### config.mk
export PLATFORM = sky130hd
export DESIGN_NAME = traffic_light_manual_setup_fsm
export DESIGN_NICKNAME = d
export VERILOG_FILES = /design/src/sv/tlmsf_pkg.sv /design/src/sv/tlmsf_timer.sv /design/src/sv/tlmsf_ctrl.sv /design/src/sv/traffic_light_manual_setup_fsm.sv
export SDC_FILE = /design/constraint.sdc
export NUM_CORES = 1
export LEC_CHECK = 0
export CORE_UTILIZATION = 45
export CTS_BUF_LIST = sky130_fd_sc_hd__clkbuf_4 sky130_fd_sc_hd__clkbuf_8
export CTS_CLUSTER_DIAMETER = 120
export DETAILED_ROUTE_END_ITERATION = 12
export DONT_BUFFER_PORTS = 1
export SLEW_MARGIN = 5
export SYNTH_ARGS = -nofsm -noshare
export SYNTH_HDL_FRONTEND = slang
export SYNTH_SLANG_ARGS = --single-unit
### constraint.sdc
create_clock -name clk -period 8.4 [get_ports clk]
set_input_delay 0.42 -clock clk [delete_from_list [all_inputs] [get_ports clk]]
set_output_delay 0.42 -clock clk [all_outputs]
set_load 0.005 [all_outputs]
### src/sv/tlmsf_pkg.sv
// Package: shared types, constants and helpers of the manual set-up controller.
`timescale 1ns / 1ps
`default_nettype none
package tlmsf_pkg;

    localparam int DURATION_MAX = 99;
    localparam int TIMER_BITS   = 16;
    localparam int DUR_W        = 7;
    localparam int CFG_DATA_W   = 16;
    localparam int CFG_IDX_W    = 3;

    // Register indexes of the configuration port
    localparam logic [CFG_IDX_W-1:0] CFG_BLINK_HALF   = 3'd0;
    localparam logic [CFG_IDX_W-1:0] CFG_IDLE_TIMEOUT = 3'd1;
    localparam logic [CFG_IDX_W-1:0] CFG_INIT_RED     = 3'd2;
    localparam logic [CFG_IDX_W-1:0] CFG_INIT_AMBER   = 3'd3;
    localparam logic [CFG_IDX_W-1:0] CFG_INIT_GREEN   = 3'd4;

    localparam logic [TIMER_BITS-1:0] BLINK_HALF_RST   = 16'd50;
    localparam logic [TIMER_BITS-1:0] IDLE_TIMEOUT_RST = 16'd500;
    localparam logic [DUR_W-1:0]      INIT_RED_RST     = 7'd5;
    localparam logic [DUR_W-1:0]      INIT_AMBER_RST   = 7'd2;
    localparam logic [DUR_W-1:0]      INIT_GREEN_RST   = 7'd3;

    // Colour slots of the duration sets
    localparam int COL_RED   = 0;
    localparam int COL_AMBER = 1;
    localparam int COL_GREEN = 2;

    // Mode codes as seen on the result
    localparam logic [2:0] MODE_CODE_IDLE  = 3'd0;
    localparam logic [2:0] MODE_CODE_EXIT  = 3'd1;
    localparam logic [2:0] MODE_CODE_RED   = 3'd2;
    localparam logic [2:0] MODE_CODE_AMBER = 3'd3;
    localparam logic [2:0] MODE_CODE_GREEN = 3'd4;

    // Lamp drive codes
    localparam logic [2:0] LAMP_UNCHANGED = 3'd0;
    localparam logic [2:0] LAMP_RED       = 3'd1;
    localparam logic [2:0] LAMP_AMBER     = 3'd2;
    localparam logic [2:0] LAMP_GREEN     = 3'd3;
    localparam logic [2:0] LAMP_OFF       = 3'd4;

    typedef enum logic [4:0] {
        MODE_IDLE  = 5'b00001,
        MODE_EXIT  = 5'b00010,
        MODE_RED   = 5'b00100,
        MODE_AMBER = 5'b01000,
        MODE_GREEN = 5'b10000
    } mode_t;

    typedef struct packed {
        logic enter_manual;
        logic mode_short;
        logic mode_long;
        logic up_short;
        logic up_long;
        logic set_short;
    } in_item_t;

    typedef struct packed {
        logic [2:0]       mode_now;
        logic [2:0]       lamp_drive;
        logic [DUR_W-1:0] shown_duration;
        logic [DUR_W-1:0] red_duration;
        logic [DUR_W-1:0] amber_duration;
        logic [DUR_W-1:0] green_duration;
        logic             return_to_auto;
    } result_t;

    // Timer control: tick advances the timer, load restarts it
    typedef struct packed {
        logic tick;
        logic load;
    } tmr_ctl_t;

    // Timer restart requests from the mode logic
    typedef struct packed {
        logic blink_load;
        logic idle_load;
    } tmr_load_t;

    // Raise a trial duration by one, wrapping past the top back to one
    function automatic logic [DUR_W-1:0] bump_duration(input logic [DUR_W-1:0] d);
        logic [DUR_W:0] v;
        v = {1'b0, d} + {{DUR_W{1'b0}}, 1'b1};
        if (v > (DUR_W+1)'(DURATION_MAX))
        begin
            v = (DUR_W+1)'(1);
        end
        return v[DUR_W-1:0];
    endfunction

    function automatic logic [2:0] mode_code(input mode_t m);
        logic [2:0] c;
        case (m)
            MODE_IDLE:  c = MODE_CODE_IDLE;
            MODE_EXIT:  c = MODE_CODE_EXIT;
            MODE_RED:   c = MODE_CODE_RED;
            MODE_AMBER: c = MODE_CODE_AMBER;
            MODE_GREEN: c = MODE_CODE_GREEN;
            default:    c = MODE_CODE_IDLE;
        endcase
        return c;
    endfunction

endpackage
`default_nettype wire

### src/sv/tlmsf_timer.sv
// Countdown timer with a sticky expired flag.
`timescale 1ns / 1ps
`default_nettype none
module tlmsf_timer
    import tlmsf_pkg::*;
(
    input  wire logic                  clk,
    input  wire logic                  rst_n,
    input  wire tmr_ctl_t              ctl,
    input  wire logic [TIMER_BITS-1:0] load_value,
    output logic                       expired
);

    logic [TIMER_BITS-1:0] count_reg, count_next, count_dec;
    logic                  flag_reg, flag_next, flag_dec;

    // Count down first; a timer at zero stays put
    always_comb
    begin
        count_dec = count_reg;
        flag_dec  = flag_reg;
        if (count_reg != '0)
        begin
            count_dec = count_reg - TIMER_BITS'(1);
            if (count_reg == TIMER_BITS'(1))
            begin
                flag_dec = 1'b1;
            end
        end
    end

    assign expired = flag_dec;

    always_comb
    begin
        count_next = count_reg;
        flag_next  = flag_reg;
        if (ctl.tick)
        begin
            if (ctl.load)
            begin
                count_next = load_value;
                flag_next  = 1'b0;
            end
            else
            begin
                count_next = count_dec;
                flag_next  = flag_dec;
            end
        end
    end

    always_ff @(posedge clk or negedge rst_n)
    begin
        if (!rst_n)
        begin
            count_reg <= '0;
            flag_reg  <= 1'b0;
        end
        else
        begin
            count_reg <= count_next;
            flag_reg  <= flag_next;
        end
    end

endmodule
`default_nettype wire

### src/sv/tlmsf_ctrl.sv
// Mode logic, blink phase and the committed, saved and trial duration sets.
`timescale 1ns / 1ps
`default_nettype none
module tlmsf_ctrl
    import tlmsf_pkg::*;
(
    input  wire logic                  clk,
    input  wire logic                  rst_n,
    input  wire logic                  fire,
    input  wire in_item_t              item,
    input  wire logic                  blink_exp,
    input  wire logic                  idle_exp,
    input  wire logic                  wr_en,
    input  wire logic [CFG_IDX_W-1:0]  wr_index,
    input  wire logic [CFG_DATA_W-1:0] wr_data,
    output tmr_load_t                  tmr_load,
    output result_t                    res
);

    mode_t            mode_reg, mode_next;
    logic             phase_reg, phase_next;
    logic [DUR_W-1:0] com_reg [3];
    logic [DUR_W-1:0] sav_reg [3];
    logic [DUR_W-1:0] tri_reg [3];
    logic [DUR_W-1:0] com_next [3];
    logic [DUR_W-1:0] sav_next [3];
    logic [DUR_W-1:0] tri_next [3];

    logic             mode_p, up_any, shown_set, ret, bad_set;
    logic [2:0]       lamp;
    logic [DUR_W-1:0] shown;

    assign mode_p  = item.mode_short | item.mode_long;
    assign up_any  = item.up_short | item.up_long;
    assign bad_set = {1'b0, com_reg[COL_RED]} <
                     ({1'b0, com_reg[COL_AMBER]} + {1'b0, com_reg[COL_GREEN]});

    always_comb
    begin
        mode_next  = mode_reg;
        phase_next = phase_reg;
        com_next   = com_reg;
        sav_next   = sav_reg;
        tri_next   = tri_reg;
        tmr_load   = '0;
        lamp       = LAMP_UNCHANGED;
        ret        = 1'b0;
        shown      = '0;
        shown_set  = 1'b0;
        case (mode_reg)
            MODE_IDLE:
            begin
                if (item.enter_manual)
                begin
                    mode_next  = MODE_RED;
                    tmr_load   = '{blink_load: 1'b1, idle_load: 1'b1};
                    phase_next = 1'b0;
                end
            end
            MODE_EXIT:
            begin
                ret                 = 1'b1;
                tri_next[COL_AMBER] = com_reg[COL_AMBER];
                shown               = com_reg[COL_RED];
                shown_set           = 1'b1;
                mode_next           = MODE_IDLE;
            end
            MODE_RED:
            begin
                if (idle_exp)
                begin
                    mode_next = MODE_EXIT;
                    shown     = com_reg[COL_RED];
                    shown_set = 1'b1;
                end
                lamp = phase_reg ? LAMP_OFF : LAMP_RED;
                if (up_any)
                begin
                    tmr_load.idle_load = 1'b1;
                    tri_next[COL_RED]  = bump_duration(tri_next[COL_RED]);
                    shown              = tri_next[COL_RED];
                    shown_set          = 1'b1;
                end
                if (item.set_short)
                begin
                    tmr_load.idle_load = 1'b1;
                    com_next[COL_RED]  = tri_next[COL_RED];
                    shown              = com_next[COL_RED];
                    shown_set          = 1'b1;
                end
                if (mode_p)
                begin
                    mode_next  = MODE_AMBER;
                    tmr_load   = '{blink_load: 1'b1, idle_load: 1'b1};
                    phase_next = 1'b0;
                    shown      = tri_next[COL_AMBER];
                    shown_set  = 1'b1;
                end
                // A mode press restarts the blink timer and drops a pending expiry
                if (blink_exp && !mode_p)
                begin
                    tmr_load.blink_load = 1'b1;
                    phase_next          = ~phase_next;
                end
            end
            MODE_AMBER:
            begin
                if (idle_exp)
                begin
                    mode_next = MODE_EXIT;
                end
                lamp = phase_reg ? LAMP_OFF : LAMP_AMBER;
                if (mode_p)
                begin
                    mode_next  = MODE_GREEN;
                    tmr_load   = '{blink_load: 1'b1, idle_load: 1'b1};
                    phase_next = 1'b0;
                    shown      = tri_next[COL_GREEN];
                    shown_set  = 1'b1;
                end
                if (blink_exp && !mode_p)
                begin
                    tmr_load.blink_load = 1'b1;
                    phase_next          = ~phase_next;
                end
                if (up_any)
                begin
                    tmr_load.idle_load  = 1'b1;
                    tri_next[COL_AMBER] = bump_duration(tri_next[COL_AMBER]);
                    shown               = tri_next[COL_AMBER];
                    shown_set           = 1'b1;
                end
                if (item.set_short)
                begin
                    tmr_load.idle_load  = 1'b1;
                    com_next[COL_AMBER] = tri_next[COL_AMBER];
                    shown               = com_next[COL_AMBER];
                    shown_set           = 1'b1;
                end
            end
            MODE_GREEN:
            begin
                if (idle_exp)
                begin
                    mode_next = MODE_EXIT;
                end
                if (mode_p)
                begin
                    tmr_load.idle_load = 1'b1;
                    mode_next          = MODE_EXIT;
                    // Check the set: restore the saved one if red is too short
                    for (int i = 0; i < 3; i++)
                    begin
                        if (bad_set)
                        begin
                            com_next[i] = sav_reg[i];
                        end
                        else
                        begin
                            sav_next[i] = com_reg[i];
                        end
                        tri_next[i] = com_next[i];
                    end
                    shown     = com_next[COL_RED];
                    shown_set = 1'b1;
                end
                lamp = phase_reg ? LAMP_OFF : LAMP_GREEN;
                if (blink_exp)
                begin
                    tmr_load.blink_load = 1'b1;
                    phase_next          = ~phase_next;
                end
                // Each of the two up events adds one in green mode
                if (item.up_short)
                begin
                    tmr_load.idle_load  = 1'b1;
                    tri_next[COL_GREEN] = bump_duration(tri_next[COL_GREEN]);
                    shown               = tri_next[COL_GREEN];
                    shown_set           = 1'b1;
                end
                if (item.up_long)
                begin
                    tmr_load.idle_load  = 1'b1;
                    tri_next[COL_GREEN] = bump_duration(tri_next[COL_GREEN]);
                    shown               = tri_next[COL_GREEN];
                    shown_set           = 1'b1;
                end
                if (item.set_short)
                begin
                    tmr_load.idle_load  = 1'b1;
                    com_next[COL_GREEN] = tri_next[COL_GREEN];
                    shown               = com_next[COL_GREEN];
                    shown_set           = 1'b1;
                end
            end
            default:
            begin
            end
        endcase

        if (!shown_set)
        begin
            case (mode_next)
                MODE_RED:   shown = tri_next[COL_RED];
                MODE_AMBER: shown = tri_next[COL_AMBER];
                MODE_GREEN: shown = tri_next[COL_GREEN];
                default:    shown = com_next[COL_RED];
            endcase
        end
    end

    always_comb
    begin
        res.mode_now       = mode_code(mode_next);
        res.lamp_drive     = lamp;
        res.shown_duration = shown;
        res.red_duration   = com_next[COL_RED];
        res.amber_duration = com_next[COL_AMBER];
        res.green_duration = com_next[COL_GREEN];
        res.return_to_auto = ret;
    end

    always_ff @(posedge clk or negedge rst_n)
    begin
        if (!rst_n)
        begin
            mode_reg  <= MODE_IDLE;
            phase_reg <= 1'b0;
            com_reg   <= '{INIT_RED_RST, INIT_AMBER_RST, INIT_GREEN_RST};
            sav_reg   <= '{INIT_RED_RST, INIT_AMBER_RST, INIT_GREEN_RST};
            tri_reg   <= '{INIT_RED_RST, INIT_AMBER_RST, INIT_GREEN_RST};
        end
        else
        begin
            if (fire)
            begin
                mode_reg  <= mode_next;
                phase_reg <= phase_next;
                com_reg   <= com_next;
                sav_reg   <= sav_next;
                tri_reg   <= tri_next;
            end
            // Writing an initial duration loads all three sets of that colour
            if (wr_en)
            begin
                case (wr_index)
                    CFG_INIT_RED:
                    begin
                        com_reg[COL_RED] <= wr_data[DUR_W-1:0];
                        sav_reg[COL_RED] <= wr_data[DUR_W-1:0];
                        tri_reg[COL_RED] <= wr_data[DUR_W-1:0];
                    end
                    CFG_INIT_AMBER:
                    begin
                        com_reg[COL_AMBER] <= wr_data[DUR_W-1:0];
                        sav_reg[COL_AMBER] <= wr_data[DUR_W-1:0];
                        tri_reg[COL_AMBER] <= wr_data[DUR_W-1:0];
                    end
                    CFG_INIT_GREEN:
                    begin
                        com_reg[COL_GREEN] <= wr_data[DUR_W-1:0];
                        sav_reg[COL_GREEN] <= wr_data[DUR_W-1:0];
                        tri_reg[COL_GREEN] <= wr_data[DUR_W-1:0];
                    end
                    default:
                    begin
                    end
                endcase
            end
        end
    end

endmodule
`default_nettype wire

### src/sv/traffic_light_manual_setup_fsm.sv
// Top level: input register, timers, mode logic and result register.
// A tick goes from the input register through the mode logic into the result register.
// Throughput: one tick per clock cycle, set by the single pass through the mode logic,
// while results are taken; while one waits, the input stage takes a new tick only if empty.
// Reset (rst_n low, asynchronous) empties both stages, puts the mode in automatic idle,
// stops both timers and loads durations red 5, amber 2, green 3 and the default timer settings.
`timescale 1ns / 1ps
`default_nettype none
module traffic_light_manual_setup_fsm
    import tlmsf_pkg::*;
(
    input  wire logic                  clk,
    input  wire logic                  rst_n,
    input  wire logic                  item_valid,
    output logic                       item_stall,
    input  wire in_item_t              item,
    output logic                       result_valid,
    input  wire logic                  result_stall,
    output result_t                    result,
    input  wire logic                  wr_en,
    input  wire logic [CFG_IDX_W-1:0]  wr_index,
    input  wire logic [CFG_DATA_W-1:0] wr_data
);

    // Input stage
    logic      s1_valid_reg;
    in_item_t  s1_item_reg;

    // Result stage
    logic      result_valid_reg;
    result_t   result_reg;

    // Timer settings
    logic [TIMER_BITS-1:0] blink_half_reg;
    logic [TIMER_BITS-1:0] idle_timeout_reg;

    logic      out_ready;
    logic      s1_advance;
    logic      fire;
    logic      blink_exp, idle_exp;
    tmr_load_t tmr_load;
    tmr_ctl_t  blink_ctl, idle_ctl;
    result_t   res_comb;

    // The result register frees up when empty or when its transaction is taken
    assign out_ready  = !result_valid_reg || !result_stall;
    // Process the held tick whenever the result register can take it
    assign fire       = s1_valid_reg && out_ready;
    assign s1_advance = !s1_valid_reg || out_ready;
    assign item_stall = !s1_advance;

    assign result_valid = result_valid_reg;
    assign result       = result_reg;

    always_ff @(posedge clk or negedge rst_n)
    begin
        if (!rst_n)
        begin
            s1_valid_reg <= 1'b0;
        end
        else if (s1_advance)
        begin
            s1_valid_reg <= item_valid;
        end
    end

    // Hold the payload unless a new transaction is taken
    always_ff @(posedge clk)
    begin
        if (s1_advance && item_valid)
        begin
            s1_item_reg <= item;
        end
    end

    always_ff @(posedge clk or negedge rst_n)
    begin
        if (!rst_n)
        begin
            result_valid_reg <= 1'b0;
        end
        else if (out_ready)
        begin
            result_valid_reg <= s1_valid_reg;
        end
    end

    always_ff @(posedge clk)
    begin
        if (fire)
        begin
            result_reg <= res_comb;
        end
    end

    // Timer settings live here; the duration registers are loaded inside the mode logic
    always_ff @(posedge clk or negedge rst_n)
    begin
        if (!rst_n)
        begin
            blink_half_reg   <= BLINK_HALF_RST;
            idle_timeout_reg <= IDLE_TIMEOUT_RST;
        end
        else if (wr_en)
        begin
            case (wr_index)
                CFG_BLINK_HALF:   blink_half_reg   <= wr_data[TIMER_BITS-1:0];
                CFG_IDLE_TIMEOUT: idle_timeout_reg <= wr_data[TIMER_BITS-1:0];
                default:
                begin
                end
            endcase
        end
    end

    // Both timers advance once per processed tick, before the mode logic looks at them
    assign blink_ctl = '{tick: fire, load: tmr_load.blink_load};
    assign idle_ctl  = '{tick: fire, load: tmr_load.idle_load};

    tlmsf_timer u_blink_timer (
        .clk        (clk),
        .rst_n      (rst_n),
        .ctl        (blink_ctl),
        .load_value (blink_half_reg),
        .expired    (blink_exp)
    );

    tlmsf_timer u_idle_timer (
        .clk        (clk),
        .rst_n      (rst_n),
        .ctl        (idle_ctl),
        .load_value (idle_timeout_reg),
        .expired    (idle_exp)
    );

    tlmsf_ctrl u_ctrl (
        .clk       (clk),
        .rst_n     (rst_n),
        .fire      (fire),
        .item      (s1_item_reg),
        .blink_exp (blink_exp),
        .idle_exp  (idle_exp),
        .wr_en     (wr_en),
        .wr_index  (wr_index),
        .wr_data   (wr_data),
        .tmr_load  (tmr_load),
        .res       (res_comb)
    );

    // A processed tick always lands in the result register
    a_fire_delivers: assert property (@(posedge clk) disable iff (!rst_n)
        fire |=> result_valid_reg)
        else $error("processed tick did not reach the result register");

    // Stall the input only while a tick is held that cannot move on
    a_stall_needs_full: assert property (@(posedge clk) disable iff (!rst_n)
        item_stall |-> (s1_valid_reg && result_valid_reg && result_stall))
        else $error("input stalled without a blocked held tick");

    // The return pulse comes with automatic idle and untouched lamps
    a_return_idle: assert property (@(posedge clk) disable iff (!rst_n)
        (result_valid_reg && result_reg.return_to_auto) |->
        (result_reg.mode_now == MODE_CODE_IDLE && result_reg.lamp_drive == LAMP_UNCHANGED))
        else $error("return pulse outside the exit tick");

endmodule
`default_nettype wire

==> run_results.csv <==
group,metric,value,unit
global_route,grt_first_pass_wirelength,61700,µm
layout,multi_input_area,0.00678,mm²
detailed_routing,wl_met2,18000,µm
synthesis,synth.most_common_cell,"nor2_1",
setup_path,arrival,7.88,ns
sta,fin_setup_tns,0,ns
detailed_routing,route.vias.total,11000,
synthesis,synth.distinct_cells,87,
floorplanning,core,0.0260,mm²
global_route,antenna_found_initial,0,
synthesis,yosys_warnings,0,
setup_path,reg2regPathDepth,26,
layout,seq_area,0.00469,mm²
sta,finalSetupViolCount,0,
job,max_cap_violations,0,
layout,final_cell_area,0.0127,mm²
floorplanning,start_util,45.7,%
clock_tree,cts.htree.levels,4,
setup_path,worst_r2r_endpoint,"result[27]",
sta,holdWs,0.0377,ns
synthesis,synthAdderAreaFrac,2.70,%
place,dpl.hpwl,27700,µm
clock_tree,cts_sinks,178,
pwr,ir_worst_vdd,0.253,mV
detailed_routing,highest_layer,"met4",
setup_path,path_max_fanout,9,
sta,drv_slew,0,
pwr,fin_total_pwr,5.32,mW
global_route,grt_use_total,30.2,%
clock_tree,cts_buffer_depth,2,
clock_tree,cts_tree,"built",
floorplanning,rows,59,
setup_path,required,8.61,ns
synthesis,synthCells,1409,
synthesis,async_reset_ff_share,77.0,%
detailed_routing,antenna_left,0,
synthesis,synth.area.mux_share,5.74,%
layout,nets,1428,
place,place.gp.congestion,0.995,
sta,relSlewSlack,29.3,%
setup_path,cp-end-kind,"flop",
global_route,grt_overflow,0,
setup_path,crit_slowest_cell,"o311ai_0",
global_route,grt_max_degree,138,
clock_tree,clk_pin_slew,0.11,ns
hold_path,min_from,"item_valid",
setup_path,critPathCapture,"result[27]",
floorplanning,num_io_pins,67,
synthesis,synth_area_per_cell,8.43,µm²
setup_path,critPathLaunchType,"flop",
layout,drive_gt1_share,11.0,%
synthesis,synth_area_leaders,"dfrtp_1 24%, edfxtp_1 10%, o21ai_0 7.0%",
place,postPlaceCellArea,0.0122,mm²
clock_tree,cts_buffers,17,
global_route,first_global_vias,10400,
detailed_routing,met1_length,17200,µm
sta,fin_crit,7.67,ns
synthesis,synth_top_family_by_area,"compound AO/OA/AOI/OAI gates",
pwr,powerDensity,420,mW/mm²
layout,area_growth,6.62,%
synthesis,synthFlopType,"dfrtp_1",
layout,largest_register_ffs,35,
synthesis,synth_edf_count,41,
detailed_routing,route.detailed.drc,0,
clock_tree,cts_setup_buffers,0,
place,io_buffers,0,
detailed_routing,dr_wl_met3,2910,µm
synthesis,synthTopCellsByCount,"173 x nor2_1, 167 x o21ai_0, 142 x a21oi_1, 128 x nand2_1, 112 x dfrtp_1",
setup_path,crit_start,"u_ctrl.com_reg[7]",
detailed_routing,wirelength,39700,µm
synthesis,syn_nets,1464,
sta,hold_viol,0,
synthesis,ys_seq_area_share,39.5,%
floorplanning,die_w,164,µm
outcome,status,"completed",
synthesis,synth-compound-area-share,28.7,%
setup_path,reg2reg_from,"u_ctrl.com_reg[7]",
synthesis,synth-simple-area-share,17.7,%
sta,max_freq,130,MHz
layout,fill_cells,2482,
sta,rsz0062_at_grt,"false",
detailed_routing,wl_per_cell,23.0,µm
setup_path,r2r_slack,0.73,ns
clock_tree,insertion_delay,0.50,ns
detailed_routing,drtPass1Iterations,5,
sta,skew,0.0167,ns
setup_path,critPathKind,"reg -> reg",
synthesis,synth_largest_area_cell,"dfrtp_1",
synthesis,synth_xor_area_share,1.92,%
floorplanning,dieArea,0.0271,mm²
sta,period_share,91.3,%
layout,diodes,0,
setup_path,cpPeakStageDelay,0.87,ns
clock_tree,ctsResizeCount,0,
floorplanning,die_h,164,µm
synthesis,yosys_register_bits,178,
pwr,leakagePower,5.06,nW
detailed_routing,viasPerCell,6.41,
sta,worst_pin_slew,1.05,ns
synthesis,synth_top_area_share,23.6,%
clock_tree,hold_buffers,2,
clock_tree,cts-root-buf,"clkbuf_8",
detailed_routing,drtIter0Drc,1019,
hold_path,hp-class,"in -> reg",
synthesis,syn-cell-area,0.0119,mm²
[per-layer routing]
layer	GRT usage (%)	vias to the layer above
li1	-	5174
met5	0	-
met4	13.2	0
met1	41.0	5329
met3	5.80	80
met2	46.8	451
[worst min-delay path by stage]
stage	slack, ns	depth (start not counted)	to
2_1_floorplan	0.12	0	blink_half_reg[0]
3_3_place_gp	0.13	0	u_ctrl.tri_reg[19]
3_5_place_dp	0.13	0	u_ctrl.tri_reg[19]
4_1_cts	0.0009	0	s1_item_reg[0]
5_1_grt	0.03	1	s1_valid_reg
6_report	0.04	1	s1_valid_reg
[critical path, delay by kind of cell (launching register included)]
| kind | cells | cell delay, ns |
|---|---|---|
| adder cells (fa/ha/maj) | 5 | 1.60 |
| multiplexers | 1 | 0.37 |
| XOR/XNOR | 2 | 0.43 |
| AND/OR/NAND/NOR | 5 | 1.09 |
| AO/OA/AOI/OAI | 12 | 3.28 |
| flip-flops | 1 | 0.46 |
| buffers and inverters | 1 | 0.13 |
[stage by stage]
step / cells / util, % / setup WS [ns]
2_1_floorplan: 1409 / - / 1.82
3_3_place_gp: 1681 / 46.9 / 1.14
3_5_place_dp: 1681 / 46.9 / 0.876
4_1_cts: 1715 / 48.5 / 0.851
5_1_grt: 1721 / 48.8 / 0.117
6_report: 1721 / 48.8 / 0.731
[power breakdown]
group / internal (mW) / leakage, nW / switching, mW
logic: 1.20 / 2.78 / 2.08
clock network: 0.225 / 0.198 / 0.392
registers: 1.13 / 2.09 / 0.287
total: 2.56 / 5.06 / 2.76
[cell type report]
class,instances,area share (%)
tap,335,3.31
sequential,178,37.0
timing repair buffer,32,2.19
inverter,27,0.830
clock buffer,17,1.85
clock inverter,15,1.28
multi-input combinational,1117,53.5
[cell families after synthesis]
family / after synthesis
buffers and inverters: 114
AOI/OAI and AO/OA: 535
adders and majority gates: 25
xor gates and xnor gates: 26
DFF: 178
muxes: 64
and+or+nand+nor: 467
[cells in the final DEF (no fill, tap or decap), types with 5 or more instances in the layout]
cell type / count
nor2_1: 172
o21ai_0: 167
a21oi_1: 142
nand2_1: 127
dfrtp_1: 112
nor3_1: 41
edfxtp_1: 41
nand3_1: 34
mux2_2: 33
mux2i_1: 31
a22oi_1: 28
a31oi_1: 27
dfstp_2: 25
ha_1: 24
buf_4: 24
inv_1: 23
xnor2_1: 18
a221oi_1: 17
clkbuf_8: 17
a21o_1: 16
o22ai_1: 13
a211oi_1: 13
nand2b_1: 12
or3_1: 12
and3_1: 11
o21ai_1: 11
a221o_1: 11
nor4_1: 11
nand4_1: 10
o31ai_1: 10
and2_1: 9
xor2_1: 8
o211ai_1: 8
o22a_1: 7
dlygate4sd3_1: 7
inv_8: 6
a31o_2: 5
Note: power is estimated with default switching activity, not from simulation.
